==> src/ludpc_pkg.sv <==
package ludpc_pkg;

  // Data path width of the counter value and the level registers
  localparam int unsigned VALUE_WIDTH = 32;
  localparam int unsigned BAND_WIDTH  = VALUE_WIDTH - 1;

  // Configuration register index
  localparam int unsigned CFG_IDX_W = 3;

  localparam logic [CFG_IDX_W-1:0] REG_START_VALUE      = CFG_IDX_W'(0);
  localparam logic [CFG_IDX_W-1:0] REG_STEP_SIZE        = CFG_IDX_W'(1);
  localparam logic [CFG_IDX_W-1:0] REG_LOW_LIMIT        = CFG_IDX_W'(2);
  localparam logic [CFG_IDX_W-1:0] REG_HIGH_LIMIT       = CFG_IDX_W'(3);
  localparam logic [CFG_IDX_W-1:0] REG_LOW_ALARM_LEVEL  = CFG_IDX_W'(4);
  localparam logic [CFG_IDX_W-1:0] REG_HIGH_ALARM_LEVEL = CFG_IDX_W'(5);
  localparam logic [CFG_IDX_W-1:0] REG_LOW_WARN_BAND    = CFG_IDX_W'(6);
  localparam logic [CFG_IDX_W-1:0] REG_HIGH_WARN_BAND   = CFG_IDX_W'(7);

  // Extremes of the signed value range
  localparam logic signed [VALUE_WIDTH-1:0] VALUE_MAX = {1'b0, {(VALUE_WIDTH-1){1'b1}}};
  localparam logic signed [VALUE_WIDTH-1:0] VALUE_MIN = {1'b1, {(VALUE_WIDTH-1){1'b0}}};

  // Status flags kept between items
  typedef struct packed {
    logic high_alarm;
    logic high_warning;
    logic low_alarm;
    logic low_warning;
    logic at_low_limit;
    logic at_high_limit;
    logic at_start;
  } flags_t;

endpackage

==> src/limited_up_down_pulse_counter_unit.sv <==
// The result of an accepted item is registered and valid in the next cycle.
// Throughput: one item per cycle unless out_ready_i stalls; add, clamp and level
// compares sit in one combinational pass from input handshake to value/flag regs.
// Reset: asynchronous, active low; value and flags clear, the next item loads the
// start value, and the configuration returns to its default levels.
module limited_up_down_pulse_counter_unit
  import ludpc_pkg::*;
(
  input  logic                          clk_i,
  input  logic                          rst_ni,
  // configuration write channel
  input  logic                          cfg_valid_i,
  output logic                          cfg_ready_o,
  input  logic [CFG_IDX_W-1:0]          cfg_index_i,
  input  logic [VALUE_WIDTH-1:0]        cfg_data_i,
  // input items
  input  logic                          in_valid_i,
  output logic                          in_ready_o,
  input  logic                          pulse_i,
  input  logic                          count_down_i,
  input  logic                          hold_i,
  input  logic                          clear_i,
  input  logic                          enable_i,
  // result items
  output logic                          out_valid_o,
  input  logic                          out_ready_i,
  output logic signed [VALUE_WIDTH-1:0] count_value_o,
  output logic                          enabled_out_o,
  output logic                          at_start_o,
  output logic                          at_high_limit_o,
  output logic                          at_low_limit_o,
  output logic                          low_warning_o,
  output logic                          low_alarm_o,
  output logic                          high_warning_o,
  output logic                          high_alarm_o
);

  localparam int unsigned EXT_W = VALUE_WIDTH + 2;

  // configuration registers
  logic signed [VALUE_WIDTH-1:0] start_value_q, step_size_q;
  logic signed [VALUE_WIDTH-1:0] low_limit_q, high_limit_q;
  logic signed [VALUE_WIDTH-1:0] low_alarm_level_q, high_alarm_level_q;
  logic [BAND_WIDTH-1:0]         low_warn_band_q, high_warn_band_q;

  // counter state; doubles as the result register
  logic signed [VALUE_WIDTH-1:0] value_q, value_d;
  flags_t                        flags_q, flags_d;
  logic                          last_pulse_q;
  logic                          first_q;
  logic                          enabled_q;
  logic                          out_valid_q;

  logic                          in_acc;
  logic                          out_acc;

  logic signed [VALUE_WIDTH-1:0] base_value;
  logic                          count_edge;
  logic signed [EXT_W-1:0]       step_ext;
  logic signed [EXT_W-1:0]       sum_ext;
  logic signed [VALUE_WIDTH-1:0] sat_value;
  logic signed [VALUE_WIDTH-1:0] new_value;
  logic signed [VALUE_WIDTH-1:0] clamp_value;
  logic signed [EXT_W-1:0]       low_warn_thr;
  logic signed [EXT_W-1:0]       high_warn_thr;

  assign cfg_ready_o = 1'b1;
  assign out_acc     = out_valid_q & out_ready_i;
  assign in_ready_o  = ~out_valid_q | out_ready_i;
  assign in_acc      = in_valid_i & in_ready_o;

  // configuration writes
  always_ff @(posedge clk_i or negedge rst_ni) begin
    if (!rst_ni) begin
      start_value_q      <= '0;
      step_size_q        <= VALUE_WIDTH'(1);
      low_limit_q        <= VALUE_MIN;
      high_limit_q       <= VALUE_MAX;
      low_alarm_level_q  <= VALUE_MIN;
      high_alarm_level_q <= VALUE_MAX;
      low_warn_band_q    <= '0;
      high_warn_band_q   <= '0;
    end else if (cfg_valid_i && cfg_ready_o) begin
      unique case (cfg_index_i)
        REG_START_VALUE:      start_value_q      <= cfg_data_i;
        REG_STEP_SIZE:        step_size_q        <= cfg_data_i;
        REG_LOW_LIMIT:        low_limit_q        <= cfg_data_i;
        REG_HIGH_LIMIT:       high_limit_q       <= cfg_data_i;
        REG_LOW_ALARM_LEVEL:  low_alarm_level_q  <= cfg_data_i;
        REG_HIGH_ALARM_LEVEL: high_alarm_level_q <= cfg_data_i;
        REG_LOW_WARN_BAND:    low_warn_band_q    <= cfg_data_i[BAND_WIDTH-1:0];
        REG_HIGH_WARN_BAND:   high_warn_band_q   <= cfg_data_i[BAND_WIDTH-1:0];
        default: ;
      endcase
    end
  end

  // saturating step, applied on a rising pulse edge
  assign base_value = first_q ? start_value_q : value_q;
  assign count_edge = pulse_i & ~last_pulse_q & ~hold_i;
  assign step_ext   = count_down_i ? -EXT_W'(step_size_q) : EXT_W'(step_size_q);
  assign sum_ext    = EXT_W'(base_value) + step_ext;

  always_comb begin
    if (sum_ext > EXT_W'(VALUE_MAX)) begin
      sat_value = VALUE_MAX;
    end else if (sum_ext < EXT_W'(VALUE_MIN)) begin
      sat_value = VALUE_MIN;
    end else begin
      sat_value = sum_ext[VALUE_WIDTH-1:0];
    end
  end

  always_comb begin
    if (clear_i) begin
      new_value = start_value_q;
    end else if (count_edge) begin
      new_value = sat_value;
    end else begin
      new_value = base_value;
    end
  end

  // warning thresholds, exact in the extended width
  assign low_warn_thr  = EXT_W'(low_alarm_level_q) + EXT_W'(low_warn_band_q);
  assign high_warn_thr = EXT_W'(high_alarm_level_q) - EXT_W'(high_warn_band_q);

  // clamp to limits (high first) and evaluate the levels
  always_comb begin
    flags_d          = flags_q;
    flags_d.at_start = (new_value == start_value_q);
    clamp_value      = new_value;
    if (new_value >= high_limit_q) begin
      clamp_value           = high_limit_q;
      flags_d.at_high_limit = 1'b1;
    end else begin
      flags_d.at_high_limit = 1'b0;
      if (new_value <= low_limit_q) begin
        clamp_value          = low_limit_q;
        flags_d.at_low_limit = 1'b1;
      end else begin
        flags_d.at_low_limit = 1'b0;
      end
    end
    if (EXT_W'(clamp_value) < low_warn_thr) begin
      flags_d.low_warning = 1'b1;
      flags_d.low_alarm   = (clamp_value < low_alarm_level_q);
    end else begin
      flags_d.low_warning = 1'b0;
      flags_d.low_alarm   = 1'b0;
      if (EXT_W'(clamp_value) > high_warn_thr) begin
        flags_d.high_warning = 1'b1;
        flags_d.high_alarm   = (clamp_value > high_alarm_level_q);
      end else begin
        flags_d.high_warning = 1'b0;
        flags_d.high_alarm   = 1'b0;
      end
    end
  end

  // a disabled item freezes value and flags, except for the start load
  assign value_d = enable_i ? clamp_value : base_value;

  // state update on each accepted item
  always_ff @(posedge clk_i or negedge rst_ni) begin
    if (!rst_ni) begin
      value_q      <= '0;
      flags_q      <= '0;
      last_pulse_q <= 1'b0;
      first_q      <= 1'b1;
      enabled_q    <= 1'b0;
    end else if (in_acc) begin
      value_q      <= value_d;
      if (enable_i) begin
        flags_q <= flags_d;
      end
      last_pulse_q <= pulse_i;
      first_q      <= 1'b0;
      enabled_q    <= enable_i;
    end
  end

  // result valid flag
  always_ff @(posedge clk_i or negedge rst_ni) begin
    if (!rst_ni) begin
      out_valid_q <= 1'b0;
    end else if (in_acc) begin
      out_valid_q <= 1'b1;
    end else if (out_acc) begin
      out_valid_q <= 1'b0;
    end
  end

  assign out_valid_o     = out_valid_q;
  assign count_value_o   = value_q;
  assign enabled_out_o   = enabled_q;
  assign at_start_o      = flags_q.at_start;
  assign at_high_limit_o = flags_q.at_high_limit;
  assign at_low_limit_o  = flags_q.at_low_limit;
  assign low_warning_o   = flags_q.low_warning;
  assign low_alarm_o     = flags_q.low_alarm;
  assign high_warning_o  = flags_q.high_warning;
  assign high_alarm_o    = flags_q.high_alarm;

`ifndef SYNTH
  // every accepted item shows up as a result on the next cycle
  a_acc_gives_result: assert property (@(posedge clk_i) disable iff (!rst_ni)
    in_acc |=> out_valid_o)
    else $error("accepted item produced no result");

  // a low alarm is always inside the low warning band
  a_low_alarm_warn: assert property (@(posedge clk_i) disable iff (!rst_ni)
    low_alarm_o |-> low_warning_o)
    else $error("low alarm without low warning");

  // a high alarm is always inside the high warning band
  a_high_alarm_warn: assert property (@(posedge clk_i) disable iff (!rst_ni)
    high_alarm_o |-> high_warning_o)
    else $error("high alarm without high warning");

  // a disabled item after the first one leaves value and flags alone
  a_disabled_freeze: assert property (@(posedge clk_i) disable iff (!rst_ni)
    (in_acc && !enable_i && !first_q) |=>
      (value_q == $past(value_q)) && (flags_q == $past(flags_q)))
    else $error("disabled item changed counter state");
`endif

endmodule

==> config.mk <==
export PLATFORM = sky130hd
export DESIGN_NAME = limited_up_down_pulse_counter_unit
export DESIGN_NICKNAME = d
export VERILOG_FILES = /design/src/ludpc_pkg.sv /design/src/limited_up_down_pulse_counter_unit.sv
export SDC_FILE = /design/constraint.sdc
export NUM_CORES = 1
export LEC_CHECK = 0
export ABC_AREA = 1
export BUFFER_PORTS_ARGS = -buffer_cell sky130_fd_sc_hd__buf_2
export CAP_MARGIN = 20
export CELL_PAD_IN_SITES_DETAIL_PLACEMENT = 1
export CELL_PAD_IN_SITES_GLOBAL_PLACEMENT = 1
export CORE_MARGIN = 4
export CORE_UTILIZATION = 47
export DETAILED_ROUTE_END_ITERATION = 8
export PLACE_DENSITY_LB_ADDON = 0.15
export RECOVER_POWER = 25
export SETUP_SLACK_MARGIN = 0.3
export SLEW_MARGIN = 15
export SYNTH_ARGS = -nofsm -noshare
export SYNTH_HDL_FRONTEND = slang
export SYNTH_SLANG_ARGS = --single-unit
export TNS_END_PERCENT = 50
==> constraint.sdc <==
create_clock -name clk_i -period 10.1 [get_ports clk_i]
set_input_delay 0.505 -clock clk_i [delete_from_list [all_inputs] [get_ports clk_i]]
set_output_delay 0.505 -clock clk_i [all_outputs]
set_load 0.02 [all_outputs]
**Word level (Yosys, flattened, before mapping)**

Cells that the tools add are included.
W data, S select, Z words.

- Bits in registers: 297
- Input bits: 45
- Output and inout bits: 43
- Word-level logic and storage cells: 78

- $add $sub $neg: 4
- Magnitude comparators: 8
- Eq/ne operators: 8
- Mux-type cells: 15
- Bitwise operators: 10
- Reduce and logical (&&, ||, !) cells: 13

Operator list:

| operator | number |
|---|---|
| $mux W32 | 8 |
| $add A32 B34 Y34 | 1 |
| $gt A34 B32 Y1 const B | 1 |
| $lt A34 B32 Y1 const B | 1 |
| $mux W34 | 1 |
| $neg A32 Y34 | 1 |
| $add A32 B32 Y33 | 1 |
| $gt A32 B33 Y1 | 1 |
| $lt A32 B33 Y1 | 1 |
| $sub A32 B32 Y33 | 1 |
| $eq A32 B32 Y1 | 1 |
| $ge A32 B32 Y1 | 1 |
| $gt A32 B32 Y1 | 1 |
| $le A32 B32 Y1 | 1 |
| $lt A32 B32 Y1 | 1 |
| $reduce_and A2 Y1 | 9 |
| $eq A3 B3 Y1 const B | 4 |
| $eq A3 B2 Y1 const B | 2 |
| $reduce_and A3 Y1 | 2 |
| $not A1 Y1 | 5 |
| $and A1 B1 Y1 | 4 |
| $mux W1 | 4 |
| $mux W2 | 2 |
| $eq A3 B1 Y1 const B | 1 |
| 3 further kinds | 3 |

**Logic depth before layout (Yosys ltp)**

- Depth in word-level cells: 14
- Mapped depth: 66
- Depth with buffers taken out: 64

**Worst setup path before layout**

Ideal clock, no wire load.

- Kind: register to register
- Start: reg step_size_q[1]
- End: reg flags_q, in the netlist high_warning_o
- Library setup time: 0.121 ns
- Arrival: 7.729 ns
- Required time: 9.979 ns
- Slack: 2.250 ns
- Stages on the path, launching flop included: 56
- Path buffers: 3
- Clock period less this slack: 7.850 ns
- Path through: dfrtp_1 -> inv_1 -> ha_1 -> inv_1 -> nor4_1 -> inv_1 -> nor2_1 -> nand2_1 -> nor2_1 -> nand2_1 -> or3_1 -> nor3_1 -> a21oi_1 -> xor2_1 -> ha_1 -> nand2_1 -> inv_1 -> a21oi_1 -> [... 20 more ...] -> nand2_1 -> nand2_1 -> nand3_2 -> clkbuf_1 -> buf_1 -> a21oi_1 -> a22oi_1 -> ha_1 -> a21oi_1 -> nor2_1 -> a211oi_1 -> o21ai_0 -> nor4_1 -> nand2_2 -> nand2_4 -> nand3_4 -> nand2_1 -> o21ai_1

- Longest elaborated chain between the ends: 14
- Elaborated cells between the ends (all ways): 18
- Those cells by class: 2 x add/sub; 6 x order compare; 8 x mux; 1 x bitwise; 1 x reduce/logical

Ends and longest elaborated chain:

| item | RTL line | RTL |
|---|---|---|
| start, declared | limited_up_down_pulse_counter_unit.sv:41 | `logic signed [VALUE_WIDTH-1:0] start_value_q, step_size_q;` |
| start signal, assigned | limited_up_down_pulse_counter_unit.sv:86 | `REG_STEP_SIZE: step_size_q <= cfg_data_i;` |
| $neg A32 Y34 | limited_up_down_pulse_counter_unit.sv:101 | `assign step_ext = count_down_i ? -EXT_W'(step_size_q) : EXT_W'(step_size_q);` |
| $mux W34 * | limited_up_down_pulse_counter_unit.sv:101 |  |
| $add A32 B34 Y34 * | limited_up_down_pulse_counter_unit.sv:102 | `assign sum_ext = EXT_W'(base_value) + step_ext;` |
| $lt A34 B32 Y1 | limited_up_down_pulse_counter_unit.sv:107 | `end else if (sum_ext < EXT_W'(VALUE_MIN)) begin` |
| $mux W32 | limited_up_down_pulse_counter_unit.sv:107 |  |
| $mux W32 * | limited_up_down_pulse_counter_unit.sv:105 | `if (sum_ext > EXT_W'(VALUE_MAX)) begin` |
| $mux W32 * | limited_up_down_pulse_counter_unit.sv:117 | `end else if (count_edge) begin` |
| $mux W32 * | limited_up_down_pulse_counter_unit.sv:115 | `if (clear_i) begin` |
| $le A32 B32 Y1 | limited_up_down_pulse_counter_unit.sv:138 | `if (new_value <= low_limit_q) begin` |
| $mux W32 | limited_up_down_pulse_counter_unit.sv:138 |  |
| $mux W32 * | limited_up_down_pulse_counter_unit.sv:133 | `if (new_value >= high_limit_q) begin` |
| $lt A32 B33 Y1 | limited_up_down_pulse_counter_unit.sv:145 | `if (EXT_W'(clamp_value) < low_warn_thr) begin` |
| $not A1 Y1 (no source line) | n/a |  |
| $reduce_and A3 Y1 (no source line) | n/a |  |
| end signal, assigned | limited_up_down_pulse_counter_unit.sv:175 | `flags_q <= flags_d;` |
| end, declared | limited_up_down_pulse_counter_unit.sv:48 | `flags_t flags_q, flags_d;` |

Every way passes the cells marked *; elsewhere a longest branch is shown, timed or not.
A chain may end at the register's enable or synchronous reset.

**Final worst setup path**

- Start: reg step_size_q[1]
- End: reg flags_q, in the netlist high_alarm_o

The elaborated chain is that of the path after synthesis.

==> results_dict.tcl <==
set metrics [dict create \
    cts_buffers 38 \
    first_iter_violations 1348 \
    critPathMaxStageDelay_ns 0.40 \
    synth_seq_cells 297 \
    die_w_um 231 \
    drt-vias-per-instance 5.69 \
    slowest_stage "nor3_1" \
    yosys.area.top_type "dfrtp_1" \
    dp_cells 3864 \
    grt_max_degree 144 \
    die_area_um2 53300 \
    routed_wl_mm 82.9 \
    outcome "finished with violations" \
    cts.sinks 297 \
    grt_pass1_vias 23600 \
    critPathArrivalTime_ns 9.49 \
    ys_top_cells_by_count "749 x nand2_1, 470 x o21ai_0, 413 x inv_1, 280 x ha_1, 236 x a21oi_1" \
    total_leakage_power_uw 0.0131 \
    drc 0 \
    syn-cell-area_um2 23300 \
    p_per_area_nw_per_um2 324 \
    period_share 0.889 \
    initial_core_util 0.476 \
    timing.slew.headroom -2.40 \
    synth_cell_types 62 \
    dp_hpwl_mm 64.1 \
    synth_compound_area_frac 0.196 \
    ys.flop_type "dfrtp_1" \
    synthCells 3173 \
    dr.pass1.iters 5 \
    hold_violations 0 \
    cp.required_ns 10.61 \
    synth_edf_count 0 \
    finalSetupViolations 0 \
    ys_seq_area_frac 0.322 \
    h-tree-depth 2 \
    grt_pass1_wl_mm 131 \
    crit_type "reg -> reg" \
    synthXorXnorAreaFrac 0.0465 \
    port_buffers 86 \
    cts_buffer_depth 3 \
    hold_class "in -> reg" \
    layout-drive-gt1-share 0.110 \
    yosysMostFrequentCell "nand2_1" \
    max_slew.worst_pin.slew_ns 5.10 \
    insertion_delay_ns 0.57 \
    final_cells 3944 \
    place_congestion 0.937 \
    worst-path-buf-inv 8 \
    crit_family "simple AND/OR/NAND/NOR gates" \
    setup-tns-final_ns 0 \
    final_net_count 3578 \
    async_flop_share 1.00 \
    clock_skew_ns 0.0189 \
    drv_slew 282 \
    yosysTopAreaCellShare 0.248 \
    synth_top_family_by_area "simple AND/OR/NAND/NOR gates" \
    syn-num-nets 3501 \
    avgRoutedWirePerCell_um 21.0 \
    antenna_found_initial 2 \
    grt.total_usage 0.310 \
    cts-root-buf "clkbuf_16" \
    endpoint_kind "flip-flop" \
    maxCapViolations 4 \
    peakVddDrop_v 0.000168 \
    num_rows 81 \
    cts_tree "done" \
    yosysWarningCount 0 \
    clock.fmax_mhz 111 \
    clkTransAtPathRegs_ns 0.06 \
    vias 22500 \
    yosys-top-cells-area "dfrtp_1 25%, ha_1 15%, nand2_1 12%" \
    final_antenna_net_count 0 \
    crit_path_start_kind "flip-flop" \
    fin_crit_ns 8.98 \
    fp.coreArea_um2 49100 \
    avgSynthCellArea_um2 7.36 \
    io_pins 88 \
    rsz0062_at_grt "false" \
    area_growth_pct 12.1 \
    overflow 0 \
    path_max_fanout 24 \
    synth-adder-area-share 0.153 \
    crit_path_frequent_cell "nand2_1" \
    muxShareOfSynthArea 0 \
    fillers 6319 \
    hold_ws_ns 0.164 \
    die_h_um 231 \
    synth-simple-area-share 0.198 \
    violations "max-capacitance violations, max-slew violations" \
    diodes 0 \
]
-- power breakdown --
part           internal, uW  switching, uW  leakage (uW)
sequential             1480            225       0.00358
clock                   864            587      0.000656
combinational          1860           3480       0.00887
-- worst min-delay path: stages --
cell     delay, ns
buf_2         0.09
nand2_1       0.04
o21ai_0       0.06
-- cell type report --
cell class / count / area (um^2) / area share
flip-flops and latches: 297 / 7510 / 0.287
repair buffers: 134 / 865 / 0.0330
clock inverters: 20 / 206 / 0.00789
multi-input cells: 2354 / 14000 / 0.536
clock buffers: 50 / 1120 / 0.0428
inverters: 425 / 1600 / 0.0611
well taps: 664 / 831 / 0.0317
-- metrics by stage --
stage	util	worst slack, ns	instance area [um^2]	total power (uW)
global placement	0.501	0.346	24600	6590
detailed placement	0.501	0.0776	24600	6830
floorplan	-	2.25	23300	5140
CTS	0.529	0.339	25900	8370
finish	0.534	1.12	26200	8490
global route	0.534	0.342	26200	9260
-- metal layers --
layer	up-vias	GRT usage	part of all wire
li1	10700	-	-
met1	11100	0.429	0.46
met2	527	0.506	0.46
met3	154	0.0389	0.048
met4	2	0.100	0.033
met5	-	0	0.00016
-- logic make-up after synthesis --
family | Yosys count
AO/OA/AOI/OAI | 849
XOR/XNOR | 124
adder cells (fa/ha/maj) | 283
buffers and inverters | 523
flip-flops | 297
other | 1
AND/OR/NAND/NOR | 1096
-- registers in the layout, summed over array words and instances (netlist names) --
register / cells
high_warn_band_q: 31
at_low_limit_o: 1
low_warning_o: 1
low_alarm_o: 1
at_high_limit_o: 1
low_limit_q: 32
first_q: 1
enabled_out_o: 1
high_alarm_level_q: 32
out_valid_o: 1
high_warning_o: 1
low_warn_band_q: 31
low_alarm_level_q: 32
count_value_o: 32
step_size_q: 32
start_value_q: 32
high_limit_q: 32
high_alarm_o: 1
at_start_o: 1
last_pulse_q: 1
-- timing repair --
item	CTS	global route
pin swaps	1	4
cloned	1	0
hold buffers	1	0
endpoints found under the hold margin	60	0
setup endpoints to repair	4	4
gates resized for setup	2	50
setup buffers	0	5
-- path summary, 6_finish.rpt --
path	start	to	slack, ns	depth (start not counted)
max	step_size_q[1]	high_alarm_o	1.12	56
min	cfg_data_i[11]	high_warn_band_q[11]	0.16	3
max reg2reg	step_size_q[1]	high_alarm_o	1.12	56
min reg2reg	at_start_o	at_start_o	0.49	2
max in group asynchronous	rst_ni	step_size_q[26]	4.78	3
min in group asynchronous	rst_ni	high_warn_band_q[6]	2.35	2
-- cell usage in the layout (no fill, tap or decap), types with 15 or more instances in the layout --
master / Yosys / final
buf_4: 2 / 35
clkbuf_16: 0 / 41
a31oi_1: 15 / 15
buf_2: 2 / 83
o211ai_1: 16 / 16
o22ai_1: 25 / 25
ha_1: 280 / 280
o21bai_1: 15 / 15
inv_1: 413 / 413
o21ai_0: 470 / 453
a21oi_1: 236 / 233
xnor2_1: 62 / 62
nand3_1: 76 / 74
dfstp_2: 66 / 66
o21ai_1: 14 / 23
dfrtp_1: 231 / 231
nor3_1: 17 / 15
nand4_1: 21 / 21
xor2_1: 62 / 62
nor2_1: 147 / 145
nand2_2: 25 / 27
nand2_1: 749 / 745
Power figures use the tool's default switching activity.
